`src/rtl/sjg_pkg.sv`:
```
package sjg_pkg;

    // Glyph geometry
    localparam int GLYPH_ROWS = 8;
    localparam logic [2:0] LAST_ROW = 3'd7;

    // Half-width glyphs start at this byte address, eight bytes each
    localparam logic [11:0] HALF_GLYPH_BASE = 12'h110;
    localparam logic [7:0]  HALF_CODE_BIAS  = 8'h20;

    // Full-width space glyph, used for every unmapped code (address 128)
    localparam logic [12:0] SPACE_GLYPH_INDEX = 13'd16;

    // Request codes
    localparam logic REQ_LOAD   = 1'b0;
    localparam logic REQ_RENDER = 1'b1;

    // Font memory select on a load
    localparam logic TABLE_HALF = 1'b0;
    localparam logic TABLE_FULL = 1'b1;

    // Configuration register indexes
    localparam logic [0:0] CFG_ROTATION  = 1'b0;
    localparam logic [0:0] CFG_DIRECTION = 1'b1;

    // Chars-used codes
    localparam logic [1:0] USED_ONE = 2'd1;
    localparam logic [1:0] USED_TWO = 2'd2;

    typedef enum logic [1:0] {
        MODE_HALF_ONE,
        MODE_HALF_PAIR,
        MODE_FULL
    } mode_t;

    typedef struct packed {
        logic        req_type;
        logic        load_table;
        logic [15:0] load_address;
        logic [7:0]  load_data;
        logic [7:0]  lead_byte;
        logic [7:0]  trail_byte;
    } in_item_t;

    // Controller -> datapath
    typedef struct packed {
        logic       take;
        logic       rd_en;
        logic       rd_sel_trail;
        logic [2:0] rd_row;
        logic       emit;
        logic [2:0] row_idx;
    } cmd_t;

    // Datapath -> controller
    typedef struct packed {
        logic out_free;
        logic pair;
    } stat_t;

    function automatic logic is_half_width(input logic [7:0] c);
        return (c >= 8'h20 && c <= 8'h7F) || (c >= 8'hA1 && c <= 8'hDF);
    endfunction

    // Shift-JIS code to full-width glyph number (byte address / 8)
    function automatic logic [12:0] full_glyph_index(input logic [7:0] hi,
                                                     input logic [7:0] lo);
        logic [15:0]        code;
        logic signed [17:0] off;
        logic signed [17:0] k;
        logic signed [17:0] adj;
        logic signed [17:0] base;
        logic signed [17:0] v;
        logic               ok;
        logic [12:0]        idx;
        code = {hi, lo};
        off  = signed'({2'b00, code}) - 18'sh08140;
        k    = signed'({10'd0, hi}) - 18'sd136;
        adj  = '0;
        base = '0;
        v    = '0;
        ok   = 1'b1;
        idx  = SPACE_GLYPH_INDEX;
        if ((hi >= 8'h81 && hi <= 8'h9F) || (hi >= 8'hE0 && hi <= 8'hEF))
        begin
            if (code >= 16'h8140 && code <= 16'h88FC)
            begin
                // symbol, alphanumeric, kana, Greek/Cyrillic, special blocks
                priority if (code <= 16'h817E) adj = 18'sd16;
                else if (code >= 16'h8180 && code <= 16'h81FC) adj = 18'sd15;
                else if (code >= 16'h824F && code <= 16'h8279) adj = -18'sd52;
                else if (code >= 16'h8281 && code <= 16'h82F1) adj = -18'sd53;
                else if (code >= 16'h8340 && code <= 16'h837E) adj = -18'sd120;
                else if (code >= 16'h8380 && code <= 16'h83D6) adj = -18'sd121;
                else if (code >= 16'h8440 && code <= 16'h847E) adj = -18'sd188;
                else if (code >= 16'h8480 && code <= 16'h84BE) adj = -18'sd189;
                else if (code >= 16'h8740 && code <= 16'h877E) adj = -18'sd768;
                else if (code >= 16'h8780 && code <= 16'h879C) adj = -18'sd769;
                else if (code >= 16'h889F) adj = -18'sd837;
                else ok = 1'b0;
                if (ok)
                begin
                    v   = off + adj;
                    idx = v[12:0];
                end
            end
            else if ((code >= 16'h8940 && code <= 16'h9FFC) ||
                     (code >= 16'hE040 && code <= 16'hEAA4))
            begin
                // kanji blocks; trail 0x7F is a hole
                if (lo != 8'h7F)
                begin
                    base = (lo <= 8'h7E) ? 18'sd836 : 18'sd837;
                    v    = off - (base + k) - 18'sd67 * k;
                    if (code >= 16'hE040)
                        v = v - 18'sd12032;
                    idx = v[12:0];
                end
            end
        end
        return idx;
    endfunction

endpackage

```
`src/rtl/sjg_ctrl.sv`:
```
module sjg_ctrl (
    input  logic           clk,
    input  logic           rst_n,
    input  logic           in_valid,
    input  logic           in_req_type,
    input  sjg_pkg::stat_t stat,
    output logic           in_ready,
    output sjg_pkg::cmd_t  cmd
);

    typedef enum logic [1:0] {
        ST_IDLE,
        ST_FETCH,
        ST_WAIT,
        ST_EMIT
    } state_t;

    state_t     state_reg, state_next;
    logic [3:0] cnt_reg, cnt_next;
    logic [2:0] row_reg, row_next;
    logic       fetch_last;

    assign in_ready   = (state_reg == ST_IDLE);
    assign fetch_last = stat.pair ? (cnt_reg == 4'd15) : (cnt_reg == 4'd7);

    // Next state and commands
    always_comb
    begin
        state_next       = state_reg;
        cnt_next         = cnt_reg;
        row_next         = row_reg;
        cmd              = '0;
        cmd.take         = in_valid && in_ready;
        cmd.rd_sel_trail = cnt_reg[3];
        cmd.rd_row       = cnt_reg[2:0];
        cmd.row_idx      = row_reg;
        unique case (state_reg)
            ST_IDLE:
            begin
                if (in_valid && in_req_type == sjg_pkg::REQ_RENDER)
                begin
                    state_next = ST_FETCH;
                    cnt_next   = '0;
                end
            end
            ST_FETCH:
            begin
                cmd.rd_en = 1'b1;
                if (fetch_last)
                    state_next = ST_WAIT;
                else
                    cnt_next = cnt_reg + 4'd1;
            end
            ST_WAIT:
            begin
                // last byte lands in the buffer this cycle
                state_next = ST_EMIT;
                row_next   = '0;
            end
            ST_EMIT:
            begin
                if (stat.out_free)
                begin
                    cmd.emit = 1'b1;
                    if (row_reg == sjg_pkg::LAST_ROW)
                        state_next = ST_IDLE;
                    else
                        row_next = row_reg + 3'd1;
                end
            end
            default:
            begin
                state_next = ST_IDLE;
            end
        endcase
    end

    always_ff @(posedge clk or negedge rst_n)
    begin
        if (!rst_n)
        begin
            state_reg <= ST_IDLE;
            cnt_reg   <= '0;
            row_reg   <= '0;
        end
        else
        begin
            state_reg <= state_next;
            cnt_reg   <= cnt_next;
            row_reg   <= row_next;
        end
    end

endmodule

```
`config.mk`:
```
export PLATFORM = sky130hd
export DESIGN_NAME = sjg_ctrl
export DESIGN_NICKNAME = d
export VERILOG_FILES = /design/src/rtl/sjg_pkg.sv /design/src/rtl/sjg_ctrl.sv
export SDC_FILE = /design/constraint.sdc
export NUM_CORES = 1
export LEC_CHECK = 0
export BUFFER_PORTS_ARGS = -buffer_cell sky130_fd_sc_hd__buf_2
export CELL_PAD_IN_SITES_DETAIL_PLACEMENT = 0
export CELL_PAD_IN_SITES_GLOBAL_PLACEMENT = 1
export CORE_UTILIZATION = 33
export CTS_CLUSTER_SIZE = 12
export DETAILED_ROUTE_END_ITERATION = 16
export PLACE_DENSITY_LB_ADDON = 0.1
export SLEW_MARGIN = 20
export SYNTH_ARGS = -nofsm -noshare
export SYNTH_HDL_FRONTEND = slang
export SYNTH_SLANG_ARGS = --single-unit
```
`constraint.sdc`:
```
create_clock -name clk -period 1.49 [get_ports clk]
set_input_delay 0.298 -clock clk [delete_from_list [all_inputs] [get_ports clk]]
set_output_delay 0.298 -clock clk [all_outputs]
set_load 0.005 [all_outputs]
```
==> flow_summary.json, run 1 <==
{
  "status": "finished with violations",
  "failed_checks": "setup timing",
  "n_antenna_cell": 0,
  "p_leak_uw": 0.000470,
  "syn_nets": 72,
  "layout.nets": 112,
  "setup_viol": 6,
  "post_dp_cell_area_um2": 858,
  "crit_type": "reg -> reg",
  "synth-compound-area-share_pct": 16.0,
  "drc": 0,
  "fp.dieH_um": 44.4,
  "netlist_area_um2": 593,
  "drv_slew": 0,
  "num_vias": 584,
  "fin_area_um2": 970,
  "grt_pass1_vias": 512,
  "cts_tree": "done",
  "min_path_type": "in -> async",
  "avgSynthCellArea_um2": 10.1,
  "fin_cells": 122,
  "largest_reg_flops": 4,
  "yosysSeqAreaShare_pct": 38.0,
  "clk_path_buf_depth": 2,
  "finalHoldViolCount": 0,
  "synth_top_family_by_area": "simple AND/OR/NAND/NOR gates",
  "path_clk_slew_ps": 60,
  "grt_pass1_wl_mm": 2.21,
  "cts-buffers-inserted": 3,
  "fin_skew_ps": 3.02,
  "wl_per_cell_um": 11.5,
  "drt-initial-drc-count": 6,
  "fin_ws_ps": -41.6,
  "cp.arrival_ps": 1680,
  "die_area_um2": 1970,
  "wirelength_mm": 1.41,
  "min_period_ps": 1530,
  "power.density_nw_per_um2": 1900,
  "syn_inst": 59,
  "muxShareOfSynthArea_pct": 8.02,
  "crit_required_ps": 1640,
  "grt_usage_pct": 16.0,
  "yosys_warnings": 0,
  "finalPower_uw": 1840,
  "post-place-cells": 114,
  "num_rows": 14,
  "grt_overflow": 0,
  "slew_headroom_pct": 85.2,
  "area_growth_pct": 63.5,
  "synth_fa_ha_area_share_pct": 14.8,
  "vdd_drop_max_mv": 1.30,
  "multiInputGateArea_um2": 424,
  "drt_first_pass_iters": 4,
  "worst_pin_slew_ps": 222,
  "grt_max_degree": 10,
  "cp_max_fo": 4,
  "coreArea_um2": 1590,
  "cts-htree-levels": 1,
  "die_x_um": 44.4,
  "rrSetupSlack_ps": -40,
  "numClockSinks": 9,
  "drive_gt1_share_pct": 60.2,
  "synth_cell_type_count": 25,
  "gp_congestion": 0.737,
  "dp_hpwl_mm": 1.05,
  "insertion_delay_ps": 260,
  "clockRootBuffer": "clkbuf_4",
  "synthSimpleGateAreaFrac_pct": 16.9,
  "maxCapViolCount": 0,
  "end_kind": "register",
  "rsz0062_at_grt": "yes",
  "start_kind": "register",
  "initial_core_util_pct": 37.2,
  "seq_area_um2": 225,
  "port_buffers": 16,
  "synth_xor_area_share_pct": 4.22,
  "max_freq_mhz": 653,
  "final.period_utilization_pct": 103,
  "n_fill_cell": 151,
  "ys_ff_latch": 9,
  "via_per_inst": 4.79,
  "antenna_found_initial": 0,
  "ant_nets": 0,
  "pin_count": 17
}
-- per-layer routing --
metal	track usage, %	routed length, um
met5	0	0
met4	10.9	33
met3	1.22	42
met2	25.0	595
met1	21.1	734
-- cell families (layout without fill, tap and decap cells) --
family                     Yosys count  after routing
and+or+nand+nor                     21             21
AOI/OAI and AO/OA                   13             13
DFF                                  9              9
adders and majority gates            7              7
muxes                                4              4
buffers and inverters                3             42
xor gates and xnor gates             2              2
-- worst paths after layout --
path                              start           end  depth (start not counted)
max in group asynchronous         rst_n    cnt_reg[1]                          2
hold reg to reg              row_reg[1]    row_reg[1]                          2
hold / removal                    rst_n    row_reg[2]                          2
setup / recovery           state_reg[0]  state_reg[1]                          5
min in group clk                stat[0]    cnt_reg[2]                          4
setup reg to reg           state_reg[0]  state_reg[1]                          5
-- area by class of cell --
| type | instances | area share, % |
|---|---|---|
| flip-flops and latches | 9 | 23.2 |
| well taps | 24 | 3.10 |
| inverters | 2 | 0.774 |
| repair buffers | 36 | 26.5 |
| clock buffers | 4 | 2.71 |
| multi-input cells | 47 | 43.7 |
-- report_power, final --
| part | switching (uW) | internal, uW |
|---|---|---|
| clock network | 88.3 | 103 |
| logic | 525 | 708 |
| registers | 77.0 | 337 |
| total | 690 | 1150 |
-- cell usage in the layout, fill, tap and decap left out, drive strengths merged --
cell type,synthesis,final
buf,1,35
dfrtp,9,9
nand2,7,7
ha,7,7
nor2,6,6
a22o,4,4
clkbuf,0,4
a21oi,3,3
mux2,3,3
inv,2,2
and2,2,2
o21ai,2,2
xnor2,2,2
nand3,2,2
a21boi,1,1
a221o,1,1
mux2i,1,1
nand2b,1,1
nand4,1,1
or2,1,1
o211ai,1,1
a32oi,1,1
nor3,1,1
dlygate4sd3,0,1
-- per-stage QoR --
step | setup TNS, ps | utilization [%] | hold WS, ps | setup slack, ps
6_report | -167 | 60.8 | 429 | -41.6
3_5_place_dp | -189 | 53.8 | 169 | -64.0
5_1_grt | -560 | 60.8 | 444 | -88.1
3_3_place_gp | -52.5 | 53.8 | 168 | -42.9
2_1_floorplan | -61.2 | - | 2.41 | -61.2
4_1_cts | -191 | 59.6 | 431 | -44.0
-- what timing repair did --
item / CTS / global route
pin swaps: 2 / 2
hold endpoints to repair: 9 / 0
hold buffers: 1 / 0
gates cloned: 0 / 0
setup buffers: 2 / 1
gates resized for setup: 11 / 3
setup endpoints to repair: 9 / 10
-- critical path, stage by stage, from the launching register on --
cell,delay [ps]
dfrtp_1,400
inv_2,70
ha_4,170
a21boi_1,150
a221o_2,340
mux2_4,300
-- cell usage after synthesis, drive strengths merged --
cell type	number	area, um2
a21boi	1	7.51
a21oi	3	15.0
a221o	1	11.3
a22o	4	35.0
a32oi	1	8.76
and2	2	12.5
buf	1	5.00
dfrtp	9	225
ha	7	87.6
inv	2	7.51
mux2	3	37.5
mux2i	1	10.0
nand2	7	26.3
nand2b	1	6.26
nand3	2	15.0
nand4	1	6.26
nor2	6	22.5
nor3	1	5.00
o211ai	1	7.51
o21ai	2	10.0
or2	1	6.26
xnor2	2	25.0
(Power assumes the default switching activity.)
==> run 2, diff against run 1 <==
Settings changed: MAX_ROUTING_LAYER set to met4.
==> run 2 against run 1 <==
  * Critical path depth is the same
  * Sequential share of layout area is the same
  * Clock-buffer cell count unchanged
  * Final cell count unchanged
  * Global-route usage rose by 0.49 points
  * Clock skew about the same
  * Core utilization stayed put
  * The run still ends with setup timing left
  * Highest routed layer unchanged
  * Setup slack about the same
  * Die area unchanged
==> flow_summary.json, run 2 (same netlist as run 1, synthesis figures left out) <==
{
  "fin_ws_ps": -41.9,
  "drv_slew": 0,
  "drive_gt1_share_pct": 60.2,
  "ant_nets": 0,
  "final_cell_mix": "buf_4, buf_2, dfrtp_1",
  "antenna_found_initial": 0,
  "cp.arrival_ps": 1680,
  "fin_cells": 122,
  "drt_first_pass_iters": 4,
  "wl_per_cell_um": 11.5,
  "path_clk_slew_ps": 60,
  "min_path_type": "in -> async",
  "setup_viol": 6,
  "cts_tree": "done",
  "worst_pin_slew_ps": 222,
  "clockRootBuffer": "clkbuf_4",
  "clk_path_buf_depth": 2,
  "final_util_pct": 60.8,
  "num_vias": 579,
  "crit_required_ps": 1640,
  "grt_overflow": 0,
  "wirelength_mm": 1.41,
  "post-place-cells": 114,
  "via_per_inst": 4.75,
  "grt_usage_pct": 16.5,
  "dp_hpwl_mm": 1.05,
  "failed_checks": "setup timing",
  "min_period_ps": 1530,
  "cp_max_fo": 4,
  "slew_headroom_pct": 85.2,
  "power.density_nw_per_um2": 1900,
  "grt_pass1_vias": 510,
  "die_x_um": 44.4,
  "finalHoldViolCount": 0,
  "grt_max_degree": 10,
  "cts-htree-levels": 1,
  "insertion_delay_ps": 260,
  "largest_reg_flops": 4,
  "gp_congestion": 0.746,
  "start_kind": "register",
  "rsz0062_at_grt": "yes",
  "fp.dieH_um": 44.4,
  "final.period_utilization_pct": 103,
  "coreArea_um2": 1590,
  "vdd_drop_max_mv": 1.30,
  "pin_count": 17,
  "num_rows": 14,
  "p_leak_uw": 0.000470,
  "maxCapViolCount": 0,
  "max_freq_mhz": 653,
  "initial_core_util_pct": 37.2,
  "port_buffers": 16,
  "n_antenna_cell": 0,
  "numClockSinks": 9,
  "die_area_um2": 1970,
  "status": "finished with violations",
  "drt-initial-drc-count": 6,
  "layout.nets": 112,
  "crit_type": "reg -> reg",
  "end_kind": "register",
  "grt_pass1_wl_mm": 2.20,
  "final_common_cell": "buf_4",
  "cts-buffers-inserted": 3,
  "fin_skew_ps": 2.84,
  "drc": 0,
  "area_growth_pct": 63.5
}
run 2: timing repair:
item / CTS / global route
setup endpoints to repair: 9 / 10
resized for setup: 11 / 3
cloned: 0 / 0
hold endpoints to repair: 9 / 0
hold buffers: 1 / 0
buffers inserted: 2 / 1
pin swaps: 2 / 2
run 2: worst paths after layout:
kind,from,end,slack [ps],cells past startpoint
hold reg to reg,row_reg[1],row_reg[1],610,2
setup / recovery,state_reg[0],state_reg[1],-40,5
max in group asynchronous,rst_n,cnt_reg[1],870,2
setup reg to reg,state_reg[0],state_reg[1],-40,5
hold / removal,rst_n,row_reg[2],430,2
min in group clk,stat[0],cnt_reg[2],510,4
run 2: power by group:
group | leakage [uW] | switching [uW] | internal, uW | total [uW]
Clock | 0.0000150 | 88.4 | 103 | 192
Sequential | 0.000118 | 77.0 | 337 | 414
Combinational | 0.000337 | 524 | 708 | 1230
Total | 0.000470 | 690 | 1150 | 1840
run 2: through the flow:
stage	power (uW)	TNS [ps]	worst slack, ps	hold WS (ps)	instance area, um2
4_1_cts	1810	-191	-44.0	431	950
2_1_floorplan	1020	-61.2	-61.2	2.41	639
6_report	1840	-168	-41.9	429	970
3_3_place_gp	1450	-52.5	-42.9	168	858
3_5_place_dp	1460	-189	-64.0	169	858
5_1_grt	2000	-560	-88.1	444	970
run 2: critical path, stage by stage (launching register included):
cell and delay, ps:
dfrtp_1 400, inv_2 70, ha_4 170, a21boi_1 150, a221o_2 340, mux2_4 300
run 2: layout make-up:
cell class,count,area [um2]
well taps,24,30.0
fillers,151,624
inverters,2,7.51
clock buffers,4,26.3
repair buffers,36,256
multi-input cells,47,424
flip-flops and latches,9,225
run 2: per-layer routing:
metal  part of all wire (%)  global-route usage [%]  vias up  routed length, um
li1                       -                       -      290                  -
met1                     52                    21.1      270                737
met2                     42                    25.0       15                592
met3                    3.0                    1.22        4                 42
met4                    2.3                    10.9        0                 33
met5                      0                       -        -                  0
==> run 3, diff against run 2 <==
Settings changed: PLACE_DENSITY set to 0.78, PLACE_DENSITY_LB_ADDON 0.1 to unset.
==> run 3 against run 2 <==
  * The flow still finishes with violations (setup timing)
  * Combinational power increased by 17%
  * Wire length rose by 11%
  * Clock power increased by 2%
  * Setup slack lost 12 ps
  * Total power up 12%
  * Maximum frequency decreased by 0.75%
  * Via count increased by 4.8%
  * Register-to-register slack about the same
  * Sequential share of layout area shrank 1.2 points
  * Global-route usage increased by 1.5 points
  * Hold slack worse by 27 ps
  * Largest cell class unchanged
==> flow_summary.json, run 3 (same netlist as run 1, synthesis figures left out) <==
{
  "end_kind": "primary output",
  "vdd_drop_max_mv": 1.27,
  "numClockSinks": 9,
  "status": "finished with violations",
  "crit_family": "flip-flops",
  "drt_first_pass_iters": 4,
  "n_antenna_cell": 0,
  "finalHoldViolCount": 0,
  "drc": 0,
  "initial_core_util_pct": 37.2,
  "worst_pin_slew_ps": 216,
  "timing.rr.start": "state_reg[1]",
  "pin_count": 17,
  "drv_slew": 0,
  "grt_overflow": 0,
  "max_freq_mhz": 648,
  "cp.arrival_ps": 1250,
  "gp_congestion": 0.808,
  "die_area_um2": 1970,
  "fin_skew_ps": 12.7,
  "post-place-cells": 113,
  "num_vias": 607,
  "antenna_found_initial": 0,
  "coreArea_um2": 1590,
  "holdWs_ps": 402,
  "rrSetupSlack_ps": -50,
  "reg2reg_to": "state_reg[1]",
  "fin_ws_ps": -53.6,
  "grt_pass1_wl_mm": 2.40,
  "port_buffers": 16,
  "cp_max_fo": 4,
  "power.density_nw_per_um2": 2010,
  "p_leak_uw": 0.000501,
  "cts-buffers-inserted": 3,
  "grt_pass1_vias": 570,
  "cts_tree": "done",
  "die_x_um": 44.4,
  "wl_per_cell_um": 12.3,
  "fp.dieH_um": 44.4,
  "maxCapViolCount": 0,
  "clk_path_buf_depth": 2,
  "drive_gt1_share_pct": 63.1,
  "cts-htree-levels": 1,
  "dp_hpwl_mm": 1.07,
  "largest_reg_flops": 4,
  "r2r_cells": 5,
  "crit_required_ps": 1190,
  "num_rows": 14,
  "setup_viol": 6,
  "failed_checks": "setup timing",
  "final.period_utilization_pct": 104,
  "critical-path-slowest-cell": "dfrtp_1",
  "layout.nets": 117,
  "ant_nets": 0,
  "clockRootBuffer": "clkbuf_4",
  "rsz0062_at_grt": "yes",
  "via_per_inst": 4.78,
  "cp.depth": 5,
  "area_growth_pct": 72.4,
  "grt_usage_pct": 18.0,
  "min_path_type": "in -> async",
  "cp_cell_sequence": "inv_2 > ha_4 > buf_6 > and2_4 > buf_6",
  "final_common_cell": "buf_4",
  "min_period_ps": 1540,
  "grt_max_degree": 10,
  "final_cell_mix": "buf_4, buf_2, dfrtp_1",
  "drt-initial-drc-count": 5,
  "cpMostUsedCell": "buf_6",
  "insertion_delay_ps": 270,
  "path_buf_inv": 3,
  "slowest_delay_ps": 400,
  "path_clk_slew_ps": 70,
  "slew_headroom_pct": 85.6,
  "fin_cells": 127,
  "crit_type": "reg -> out",
  "start_kind": "register",
  "wirelength_mm": 1.56
}
==> run 3: how the worst max path moves through the flow <==
stage                  from      endpoint  slack [ps]
2_1_floorplan  state_reg[1]  state_reg[1]         -60
3_5_place_dp   state_reg[1]    cnt_reg[3]         -80
4_1_cts        state_reg[1]        cmd[9]         -60
3_3_place_gp        stat[0]  state_reg[1]         -50
6_report       state_reg[1]        cmd[9]         -50
5_1_grt          row_reg[0]  state_reg[1]        -120
==> run 3: metal layers <==
layer  GRT usage (%)  up-vias  wire length [um]
met4            3.64        0                 0
met1            18.5      293               614
met5               -        -                 0
met2            32.1       16               876
li1                -      298                 -
met3            7.35        0                69
==> run 3: layout make-up <==
class	instances	area (um2)
Fill cell	128	572
Multi-Input combinational cell	47	442
Timing Repair Buffer	41	292
Tap cell	24	30.0
Clock buffer	4	26.3
Sequential cell	9	225
Inverter	2	7.51
==> run 3: metrics by stage <==
step / TNS [ps] / cell area (um2) / utilization [%] / power (uW) / setup WS, ps
2_1_floorplan: -61.2 / 639 / - / 1020 / -61.2
3_3_place_gp: -54.6 / 851 / 53.4 / 1440 / -47.9
3_5_place_dp: -244 / 851 / 53.4 / 1490 / -76.0
4_1_cts: -219 / 975 / 61.1 / 1910 / -58.7
5_1_grt: -575 / 1020 / 64.1 / 2220 / -116
6_report: -204 / 1020 / 64.1 / 2050 / -53.6
==> run 3: where the power goes <==
group	switching (uW)	internal, uW
clock network	92.5	103
logic	591	850
registers	80.6	337
==> run 3: timing repair <==
item,in CTS,in global routing
resized for setup,15,4
setup buffers,4,5
setup endpoints to repair,9,9
hold buffers,1,0
pin swaps,4,3
hold endpoints to repair,9,0
